### src/rtl/core/pfa_pkg.sv
`timescale 1ns / 1ps
// ----------------------------------------------------------------------------
// pfa_pkg
// Shared types, field widths, control codes and the forward lookup of the
// forwarding execute stage.
// ----------------------------------------------------------------------------
package pfa_pkg;

   localparam int unsigned DATA_WIDTH_DEFAULT = 32;

   localparam int unsigned CTRL_W  = 13;
   localparam int unsigned VALUE_W = 32;
   localparam int unsigned IMM_W   = 16;
   localparam int unsigned REGS_W  = 15;
   localparam int unsigned REG_W   = 5;
   localparam int unsigned FWD_W   = 38;
   localparam int unsigned OP_W    = 3;

   localparam int unsigned REQ_FIELDS_W = CTRL_W + 2 * VALUE_W + IMM_W + REGS_W + 4 * FWD_W;
   localparam int unsigned REQ_TDATA_W  = ((REQ_FIELDS_W + 7) / 8) * 8;
   localparam int unsigned RSP_FIELDS_W = 2 * VALUE_W + 1 + REG_W;
   localparam int unsigned RSP_TDATA_W  = ((RSP_FIELDS_W + 7) / 8) * 8;

   localparam logic [CTRL_W-1:0] CTRL_STORE     = 13'd72;
   localparam logic [CTRL_W-1:0] CTRL_NO_RT_FWD = 13'd2056;

   localparam int unsigned CTRL_DST_RD_BIT = 12;
   localparam int unsigned CTRL_USE_IMM_BIT = 3;
   localparam int unsigned CTRL_OP_LSB     = 8;

   localparam logic [OP_W-1:0] ALU_ADD  = 3'd0;
   localparam logic [OP_W-1:0] ALU_SUB  = 3'd2;
   localparam logic [OP_W-1:0] ALU_XOR  = 3'd4;
   localparam logic [OP_W-1:0] ALU_PASS = 3'd6;
   localparam logic [OP_W-1:0] ALU_SLT  = 3'd7;

   typedef struct packed {
      logic             wr_en;
      logic [REG_W-1:0] dest;
      logic [VALUE_W-1:0] value;
   } fwd_type;

   typedef struct packed {
      logic               hit;
      logic [VALUE_W-1:0] value;
   } fwd_hit_type;

   typedef struct packed {
      logic [OP_W-1:0]    alu_op;
      logic [VALUE_W-1:0] opnd_a;
      logic [VALUE_W-1:0] opnd_b;
   } alu_req_type;

   // highest priority first: exmem, mem1, mem2, wb; register zero never matches
   function automatic fwd_hit_type fwd_lookup(input logic [REG_W-1:0] reg_num,
                                              input fwd_type f_exmem,
                                              input fwd_type f_mem1,
                                              input fwd_type f_mem2,
                                              input fwd_type f_wb);
      fwd_hit_type r;
      r.hit   = 1'b0;
      r.value = '0;
      if (reg_num != '0) begin
         priority if (f_exmem.wr_en && f_exmem.dest == reg_num) begin
            r.hit   = 1'b1;
            r.value = f_exmem.value;
         end else if (f_mem1.wr_en && f_mem1.dest == reg_num) begin
            r.hit   = 1'b1;
            r.value = f_mem1.value;
         end else if (f_mem2.wr_en && f_mem2.dest == reg_num) begin
            r.hit   = 1'b1;
            r.value = f_mem2.value;
         end else if (f_wb.wr_en && f_wb.dest == reg_num) begin
            r.hit   = 1'b1;
            r.value = f_wb.value;
         end else begin
            r.hit = 1'b0;
         end
      end
      return r;
   endfunction

endpackage

### src/rtl/core/pipeline_forwarding_alu.sv
`timescale 1ns / 1ps
// registers: a request word is captured in the input register and its result in the
// result register, which drives rsp_tvalid; a low rsp_tready holds the word in either
// throughput: one word per clock, sustained while rsp_tready stays high
// a finished word waits in the result register while the next is taken in
// reset: synchronous, active high; clears both valid flags, payload is not reset
// ----------------------------------------------------------------------------
// pipeline_forwarding_alu
// Execute stage with four-level operand forwarding and an ALU, on streaming
// request and response channels.
// ----------------------------------------------------------------------------
module pipeline_forwarding_alu #(
   parameter int unsigned DATA_WIDTH = pfa_pkg::DATA_WIDTH_DEFAULT
) (
   input  logic                               clock,
   input  logic                               reset,
   input  logic                               req_tvalid,
   output logic                               req_tready,
   // control_word, reg_a_value, reg_b_value, immediate, reg_numbers,
   // fwd_exmem, fwd_mem1, fwd_mem2, fwd_wb, zero pad
   input  logic [pfa_pkg::REQ_TDATA_W-1:0]    req_tdata,
   output logic                               rsp_tvalid,
   input  logic                               rsp_tready,
   // alu_result, zero_flag, store_data, dest_reg, zero pad
   output logic [pfa_pkg::RSP_TDATA_W-1:0]    rsp_tdata
);

   logic                                 req_valid_ff;
   logic                                 req_valid_in;
   logic [pfa_pkg::REQ_FIELDS_W-1:0]     req_word_ff;
   logic                                 rsp_valid_ff;
   logic                                 rsp_valid_in;
   logic [pfa_pkg::RSP_TDATA_W-1:0]      rsp_word_ff;
   logic [pfa_pkg::RSP_TDATA_W-1:0]      rsp_word_in;
   logic                                 rsp_free;
   logic                                 req_take;
   logic                                 adv;

   pfa_pkg::alu_req_type                 alu_req;
   logic [pfa_pkg::VALUE_W-1:0]          alu_result;
   logic                                 zero_flag;
   logic [pfa_pkg::VALUE_W-1:0]          store_data;
   logic [pfa_pkg::REG_W-1:0]            dest_reg;

   assign rsp_free   = !rsp_valid_ff || rsp_tready;
   assign req_tready = !req_valid_ff || rsp_free;
   assign req_take   = req_tvalid && req_tready;
   assign adv        = req_valid_ff && rsp_free;

   assign req_valid_in = req_take || (req_valid_ff && !rsp_free);
   assign rsp_valid_in = adv || (rsp_valid_ff && !rsp_tready);

   always_ff @(posedge clock) begin
      if (reset) begin
         req_valid_ff <= 1'b0;
         rsp_valid_ff <= 1'b0;
      end else begin
         req_valid_ff <= req_valid_in;
         rsp_valid_ff <= rsp_valid_in;
      end
   end

   always_ff @(posedge clock) begin
      if (req_take) begin
         req_word_ff <= req_tdata[pfa_pkg::REQ_FIELDS_W-1:0];
      end
      if (adv) begin
         rsp_word_ff <= rsp_word_in;
      end
   end

   pfa_fwd u_fwd (
      .control_word (req_word_ff[12:0]),
      .reg_a_value  (req_word_ff[44:13]),
      .reg_b_value  (req_word_ff[76:45]),
      .immediate    (req_word_ff[92:77]),
      .reg_numbers  (req_word_ff[107:93]),
      .fwd_exmem    (pfa_pkg::fwd_type'(req_word_ff[145:108])),
      .fwd_mem1     (pfa_pkg::fwd_type'(req_word_ff[183:146])),
      .fwd_mem2     (pfa_pkg::fwd_type'(req_word_ff[221:184])),
      .fwd_wb       (pfa_pkg::fwd_type'(req_word_ff[259:222])),
      .alu_req      (alu_req),
      .store_data   (store_data),
      .dest_reg     (dest_reg)
   );

   pfa_alu #(
      .DATA_WIDTH (DATA_WIDTH)
   ) u_alu (
      .alu_req    (alu_req),
      .alu_result (alu_result),
      .zero_flag  (zero_flag)
   );

   assign rsp_word_in = pfa_pkg::RSP_TDATA_W'({dest_reg, store_data, zero_flag, alu_result});

   assign rsp_tvalid = rsp_valid_ff;
   assign rsp_tdata  = rsp_word_ff;

endmodule

### src/rtl/core/pfa_fwd.sv
`timescale 1ns / 1ps
// ----------------------------------------------------------------------------
// pfa_fwd
// Operand forwarding, immediate select and destination select.
// ----------------------------------------------------------------------------
module pfa_fwd (
   input  logic [pfa_pkg::CTRL_W-1:0]  control_word,
   input  logic [pfa_pkg::VALUE_W-1:0] reg_a_value,
   input  logic [pfa_pkg::VALUE_W-1:0] reg_b_value,
   input  logic [pfa_pkg::IMM_W-1:0]   immediate,
   input  logic [pfa_pkg::REGS_W-1:0]  reg_numbers,
   input  pfa_pkg::fwd_type            fwd_exmem,
   input  pfa_pkg::fwd_type            fwd_mem1,
   input  pfa_pkg::fwd_type            fwd_mem2,
   input  pfa_pkg::fwd_type            fwd_wb,
   output pfa_pkg::alu_req_type        alu_req,
   output logic [pfa_pkg::VALUE_W-1:0] store_data,
   output logic [pfa_pkg::REG_W-1:0]   dest_reg
);

   logic [pfa_pkg::REG_W-1:0]   rs_num;
   logic [pfa_pkg::REG_W-1:0]   rt_num;
   logic [pfa_pkg::REG_W-1:0]   rd_num;
   pfa_pkg::fwd_hit_type        rs_hit;
   pfa_pkg::fwd_hit_type        rt_hit;
   logic [pfa_pkg::VALUE_W-1:0] rt_value;
   logic                        is_store;
   logic                        no_rt_fwd;

   assign rs_num = reg_numbers[14:10];
   assign rt_num = reg_numbers[9:5];
   assign rd_num = reg_numbers[4:0];

   assign rs_hit = pfa_pkg::fwd_lookup(rs_num, fwd_exmem, fwd_mem1, fwd_mem2, fwd_wb);
   assign rt_hit = pfa_pkg::fwd_lookup(rt_num, fwd_exmem, fwd_mem1, fwd_mem2, fwd_wb);

   assign is_store  = (control_word == pfa_pkg::CTRL_STORE);
   assign no_rt_fwd = (control_word == pfa_pkg::CTRL_NO_RT_FWD);

   // store word sends the rt forward to store data only
   assign rt_value   = (rt_hit.hit && !is_store && !no_rt_fwd) ? rt_hit.value : reg_b_value;
   assign store_data = (rt_hit.hit && is_store) ? rt_hit.value : reg_b_value;

   assign alu_req.alu_op = control_word[pfa_pkg::CTRL_OP_LSB +: pfa_pkg::OP_W];
   assign alu_req.opnd_a = rs_hit.hit ? rs_hit.value : reg_a_value;
   assign alu_req.opnd_b = control_word[pfa_pkg::CTRL_USE_IMM_BIT]
                           ? pfa_pkg::VALUE_W'($signed(immediate)) : rt_value;

   assign dest_reg = control_word[pfa_pkg::CTRL_DST_RD_BIT] ? rd_num : rt_num;

endmodule

### src/rtl/core/pfa_alu.sv
`timescale 1ns / 1ps
// ----------------------------------------------------------------------------
// pfa_alu
// Pass, add, subtract, xor and signed set-less-than at DATA_WIDTH bits.
// ----------------------------------------------------------------------------
module pfa_alu #(
   parameter int unsigned DATA_WIDTH = pfa_pkg::DATA_WIDTH_DEFAULT
) (
   input  pfa_pkg::alu_req_type        alu_req,
   output logic [pfa_pkg::VALUE_W-1:0] alu_result,
   output logic                        zero_flag
);

   logic [DATA_WIDTH-1:0] a_w;
   logic [DATA_WIDTH-1:0] b_w;
   logic [DATA_WIDTH-1:0] res;

   // operands are 32-bit signed words, extended or cut to the alu width
   assign a_w = DATA_WIDTH'($signed(alu_req.opnd_a));
   assign b_w = DATA_WIDTH'($signed(alu_req.opnd_b));

   always_comb begin
      unique case (alu_req.alu_op)
         pfa_pkg::ALU_ADD:  res = a_w + b_w;
         pfa_pkg::ALU_SUB:  res = a_w - b_w;
         pfa_pkg::ALU_XOR:  res = a_w ^ b_w;
         pfa_pkg::ALU_PASS: res = a_w;
         pfa_pkg::ALU_SLT:  res = DATA_WIDTH'($signed(a_w) < $signed(b_w));
         default:           res = '0;
      endcase
   end

   assign alu_result = pfa_pkg::VALUE_W'(res);
   assign zero_flag  = (res == '0);

endmodule

### config.mk
export PLATFORM = sky130hd
export DESIGN_NAME = pipeline_forwarding_alu
export DESIGN_NICKNAME = d
export VERILOG_FILES = /design/src/rtl/core/pfa_pkg.sv /design/src/rtl/core/pipeline_forwarding_alu.sv /design/src/rtl/core/pfa_fwd.sv /design/src/rtl/core/pfa_alu.sv
export SDC_FILE = /design/constraint.sdc
export NUM_CORES = 1
export LEC_CHECK = 0
export ABC_AREA = 1
export BUFFER_PORTS_ARGS = -buffer_cell sky130_fd_sc_hd__buf_2
export CAP_MARGIN = 20
export CORE_MARGIN = 5
export CORE_UTILIZATION = 45
export DETAILED_ROUTE_END_ITERATION = 10
export PLACE_DENSITY = 0.68
export REMOVE_ABC_BUFFERS = 1
export SYNTH_ARGS = -nofsm -noshare
export SYNTH_HDL_FRONTEND = slang
export SYNTH_SLANG_ARGS = --single-unit
### constraint.sdc
create_clock -name clock -period 7.6 [get_ports clock]
set_clock_uncertainty 0.15 [all_clocks]
set_input_delay 0.38 -clock clock [delete_from_list [all_inputs] [get_ports clock]]
set_output_delay 0.38 -clock clock [all_outputs]
set_load 0.01 [all_outputs]
* Yosys cells after proc, flatten, opt, wreduce, memory -nomap -nowiden
Index checks and enable logic that the tools add are counted.
Storage, ports and cells: memories 0, RAM bits 0, latch bits 0, bits in registers 332, logic and storage cells 69, bits in read-only memories 0
Operators by class: reductions and logical operators 29, div/mod/pow operators 0, multiply operators 0, add/subtract/negate cells 2, shift-type cells 0, $lt $le $gt $ge 1, eq/ne operators 14, multiplexer cells 18, bitwise gates (word level) 1
Operator list (number):
- 33-bit 2-to-1 mux | 8
- 32-bit 2-to-1 mux | 6
- 32-bit one-hot mux with 5 select lines | 1
- 5-bit == test | 8
- 32-bit adder | 1
- 32-bit logical NOT | 1
- 32-bit < comparator | 1
- 32-bit subtractor | 1
- 32-bit XOR | 1
- 1-bit logical AND | 15
- 13-bit by 12-bit == test with 1-bit output (second input constant) | 1
- 13-bit by 7-bit == test with 1-bit output (second input constant) | 1
- 5-bit nonzero test | 2
- 3-bit == test (second input constant) | 3
- 1-bit logical NOT | 6
- 5-bit 2-to-1 mux | 1
- 1-bit logical OR | 4
- 3-bit by 2-bit == test with 1-bit output (second input constant) | 1
- 3-bit logical NOT | 1
- 1-bit 2-to-1 mux | 2

* Depth between registers and ports, before layout
depth after elaboration 14, depth in mapped cells 38, depth with buffers taken out 36

* Modules after synthesis
A second synthesis with hierarchy kept.
Unflattened totals: cells, all modules 2787, area, all modules 21018.9 sq um
By module, submodules not included:
- pipeline_forwarding_alu | area an instance 10019.6 sq um, cells an instance 345, sequential area each 9949.5 sq um, instances 1
- pfa_alu | area an instance 6074.6 sq um, cells an instance 1281, sequential area each 0.0 sq um, instances 1
- pfa_fwd | area an instance 4924.7 sq um, cells an instance 1161, sequential area each 0.0 sq um, instances 1

* Worst setup path before layout
OpenSTA, ideal clock, no wires.
path kind input port to flip-flop, from input port rsp_tready, to register req_word_ff[0] (netlist bit) (enable), path buffers 0, slack 1.170 ns, arrival 5.668 ns, required time 6.838 ns, stages on the path 4, path through inv_1 -> nand3_1 -> nand2_1 -> inv_1
On the way: longest elaborated chain between the ends 3
Ends and longest elaborated chain:
- start: declaration | RTL line pipeline_forwarding_alu.sv:23 | input logic rsp_tready,
- 1-bit logical OR | RTL line pipeline_forwarding_alu.sv:45 | assign rsp_free = !rsp_valid_ff || rsp_tready;
- 1-bit logical OR | RTL line pipeline_forwarding_alu.sv:46 | assign req_tready = !req_valid_ff || rsp_free;
- named net req_tready | RTL line pipeline_forwarding_alu.sv:18 | output logic req_tready,
- 1-bit logical AND | RTL line pipeline_forwarding_alu.sv:47 | assign req_take = req_tvalid && req_tready;
- named net req_take | RTL line pipeline_forwarding_alu.sv:36 | logic req_take;
- end signal: assignment | RTL line pipeline_forwarding_alu.sv:65 | req_word_ff <= req_tdata[pfa_pkg::REQ_FIELDS_W-1:0];
- end: declaration | RTL line pipeline_forwarding_alu.sv:30 | logic [pfa_pkg::REQ_FIELDS_W-1:0] req_word_ff;
The timed path passes the listed nets, and every way through them passes these cells. A chain may end at the register's enable or synchronous reset.

* Worst setup path after layout
from register req_word_ff[8] (netlist bit), to register rsp_word_ff, in the netlist rsp_tdata[32] (data pin)
On the way: longest elaborated chain between the ends 9
Ends and longest elaborated chain:
- 13-bit by 7-bit == test with 1-bit output | RTL line pfa_fwd.sv:37 | assign is_store = (control_word == pfa_pkg::CTRL_STORE);
- 1-bit logical NOT | RTL line pfa_fwd.sv:41 | assign rt_value = (rt_hit.hit && !is_store && !no_rt_fwd) ? rt_hit.value : reg_b_value;
- 1-bit logical AND (2 in series) | RTL line pfa_fwd.sv:41
- 32-bit 2-to-1 mux | RTL line pfa_fwd.sv:41
- 32-bit 2-to-1 mux | RTL line pfa_fwd.sv:47 | ? pfa_pkg::VALUE_W'($signed(immediate)) : rt_value;
- 32-bit subtractor, or another cell as far along | RTL line pfa_alu.sv:25 | pfa_pkg::ALU_SUB: res = a_w - b_w;
- 32-bit one-hot mux with 5 select lines * | RTL line pfa_alu.sv:23 | unique case (alu_req.alu_op)
- named net alu_result (one bit) | RTL line pipeline_forwarding_alu.sv:40 | logic [pfa_pkg::VALUE_W-1:0] alu_result;
- 32-bit logical NOT * | RTL line pfa_alu.sv:34 | assign zero_flag = (res == '0);
- named net u_alu.zero_flag | RTL line pfa_alu.sv:11 | output logic zero_flag
- end signal: assignment | RTL line pipeline_forwarding_alu.sv:68 | rsp_word_ff <= rsp_word_in;
- end: declaration | RTL line pipeline_forwarding_alu.sv:33 | logic [pfa_pkg::RSP_TDATA_W-1:0] rsp_word_ff;
Mark *: on every way through the listed nets, which the timed path passes. The rest lies on a longest branch.

==> flow_metrics.py <==
metrics = {
    "power_and_ir_drop": {
        "clkPwrFrac_pct": 33.2,
        "p_seq_share_pct": 41.0,
        "p_leak_uw": 0.01215,
        "p_per_area_mw_per_mm2": 202.7,
        "power.total_uw": 5368,
        "switchingPower_uw": 1699,
        "pwr-share-comb_pct": 25.8,
        "irDropWorstVdd_uv": 265.4,
        "intPower_uw": 3669,
        "switching_share_pct": 31.65,
    },
    "timing": {
        "fmax_mhz": 156.8,
        "fin_tns_setup_ns": 0,
        "tightest_slew_ns": 1.124,
        "final_hold_viol_count": 0,
        "slew_violations": 0,
        "rsz0062_at_grt": "no",
        "maxSlewHeadroom_pct": 24.88,
        "layout_min_cycle_time_ns": 6.377,
        "period_share_pct": 83.91,
        "setup_viol": 0,
    },
    "critical_path": {
        "required_ns": 7.85,
        "end_kind": "flip-flop",
        "path_class": "reg2reg",
        "critPathMaxFanout": 28,
        "cp.arrival_ns": 6.62,
        "startpoint_type": "flip-flop",
    },
    "run_status": {
        "outcome": "finished clean",
    },
    "cells_and_area": {
        "finalNonFillerCells": 3797,
        "layout_common_cells": "nand2_1 (768), buf_2 (335), edfxtp_1 (330)",
        "nFillCells": 3997,
        "drive_gt1_share_pct": 14.68,
        "multi_input_area_mm2": 0.008817,
        "areaGrowthSynthToFinish_pct": 30.03,
        "seqCellArea_mm2": 0.009950,
        "nets": 3496,
        "layout_commonest_cell": "nand2_1",
        "stdcell_area_mm2": 0.02648,
    },
    "global_route": {
        "grt_pass1_wl_mm": 115.9,
        "grt_pass1_vias": 20200,
        "antenna_found_initial": 10,
        "grtUsageTotal_pct": 30.11,
        "overflow": 0,
        "grt_max_degree": 133,
    },
    "floorplanning": {
        "placementRows": 78,
        "coreArea_mm2": 0.04509,
        "dieHeight_um": 222.7,
        "start_util_pct": 45.17,
        "die_w_um": 222.7,
        "io_pins": 342,
        "fp.dieArea_mm2": 0.04962,
    },
    "route": {
        "first_pass_iters": 6,
        "vias": 20630,
        "final_antenna_net_count": 0,
        "routed_wirelength_mm": 77.50,
        "routed_via_density": 5.433,
        "remaining_drc_errors": 0,
        "routedWlPerCell_um": 20.41,
        "first_iter_violations": 2393,
    },
    "cts": {
        "cts-htree-levels": 2,
        "numCtsBuffers": 37,
        "path_clk_slew_ns": 0.06,
        "clk_latency_ns": 0.55,
        "cts.sinks": 332,
        "cts_tree": "built",
        "cts_buffer_depth": 3,
        "cts-root-buf": "clkbuf_16",
    },
    "synthesis": {
        "synthDistinctLibCells": 45,
        "synth_cells": 2599,
        "avgSynthCellArea_um2": 7.836,
        "synth.cell_area_mm2": 0.02037,
        "ys_seq_elements": 332,
        "yosys_warnings": 0,
        "yosys_most_used_dff": "edfxtp_1",
        "synthArstFlopShare_pct": 0,
        "ys_seq_area_share_pct": 48.85,
        "synth_edf_count": 330,
    },
    "place": {
        "routabilityCongestion": 1.001,
        "dpl-instance-area_mm2": 0.02264,
        "place_hpwl_mm": 54.63,
        "placed_cells": 3461,
        "io_buffers": 335,
    },
    "hold_path": {
        "hold_path.class": "in2reg",
    },
    "run": {
        "drv_cap": 0,
    },
}
[power by group through the flow]
| stage | clock network [uW] | registers (uW) | logic, uW |
|---|---|---|---|
| final | 1780 | 2200 | 1380 |
| after global placement | 0 | 2240 | 1230 |
| after global routing | 1880 | 2210 | 1520 |
| after CTS | 1800 | 2200 | 1350 |
| after detailed placement | 0 | 2240 | 1240 |
| after floorplan | 0 | 2250 | 779 |
[cells in the mapped netlist, types with 19 or more instances]
cell | n | area (um2)
a21oi_1 | 178 | 890.9
clkbuf_1 | 68 | 255.2
edfxtp_1 | 330 | 9910
ha_1 | 63 | 788.3
inv_1 | 303 | 1137
nand2_1 | 769 | 2887
nand3_1 | 226 | 1131
nand4_1 | 19 | 118.9
nor2_1 | 258 | 968.4
nor3_1 | 40 | 200.2
o21ai_0 | 152 | 760.7
[sequential cells by signal (all words and copies together) (netlist names)]
name	flops
rsp_tvalid	1
req_word_ff	260
rsp_tdata	70
req_valid_ff	1
[final timing paths]
check                                  from                 endpoint  slack [ns]  cells after the start
setup / recovery   req_word_ff[8]$_DFFE_PP_  rsp_tdata[32]$_DFFE_PP_        1.22                     25
hold / removal                   rsp_tready  req_valid_ff$_SDFF_PP0_        0.07                      4
hold reg to reg   req_word_ff[96]$_DFFE_PP_  rsp_tdata[68]$_DFFE_PP_        0.39                      2
setup reg to reg   req_word_ff[8]$_DFFE_PP_  rsp_tdata[32]$_DFFE_PP_        1.22                     25
[worst max-delay path: stages, from the launching register on]
cell      delay [ns]
edfxtp_1        0.48
nor2_1          0.14
buf_4           0.24
inv_1           0.08
nor2_1          0.20
nand3_1         0.23
nor4_1          0.54
nor2_1          0.14
nand2_1         0.25
buf_4           0.40
a21oi_1         0.12
a21oi_1         0.35
ha_1            0.45
a21oi_1         0.48
o21ai_0         0.25
nor2_1          0.25
nand4_1         0.11
nand2_1         0.09
nor2_1          0.04
nor2_1          0.34
nand2_1         0.14
nor2_1          0.12
nand2_1         0.06
nor2_1          0.25
nand2_1         0.16
nor2_1          0.13
[cell type report]
class | instances | share of cell area (%)
Sequential cell | 332 | 37.57
Multi-Input combinational cell | 1846 | 33.29
Timing Repair Buffer | 630 | 17.23
Inverter | 316 | 4.507
Clock buffer | 48 | 3.846
Tap cell | 600 | 2.835
Clock inverter | 15 | 0.6284
Antenna cell | 10 | 0.09449
[metrics by stage]
stage / setup WS (ns) / util (%) / hold slack (ns)
detailed placement: 1.425 / 50.21 / 0.3663
global route: 0.8402 / 58.73 / 0.09392
finish: 1.223 / 58.74 / 0.06732
CTS: 1.407 / 58.68 / 0.04052
global placement: 1.483 / 50.17 / 0.3527
floorplan: 1.026 / - / 0.2948
[logic make-up after synthesis]
family	Yosys count	synth area share, %
and+or+nand+nor	1380	28.31
buffers and inverters	422	8.140
AOI/OAI and AO/OA	390	10.22
DFF	332	48.85
adders and majority gates	65	4.067
xor gates and xnor gates	9	0.3870
other	1	0.01841
[per-layer routing]
metal / GRT usage, % / vias up / part of all wire [%]
met2: 49.51 / 1097 / 47
met5: 0 / - / 0.017
met4: 11.32 / 2 / 3.9
met1: 39.47 / 9602 / 40
met3: 6.210 / 219 / 9.1
li1: - / 9708 / -
[what timing repair did]
| action | in CTS | in global routing |
|---|---|---|
| setup buffers | 0 | 0 |
| endpoints found under the hold margin | 262 | 0 |
| setup endpoints to repair | 0 | 0 |
| hold buffers | 263 | 0 |
| gates resized for setup | 0 | 0 |
No activity file was read; power rests on OpenSTA's default activity.
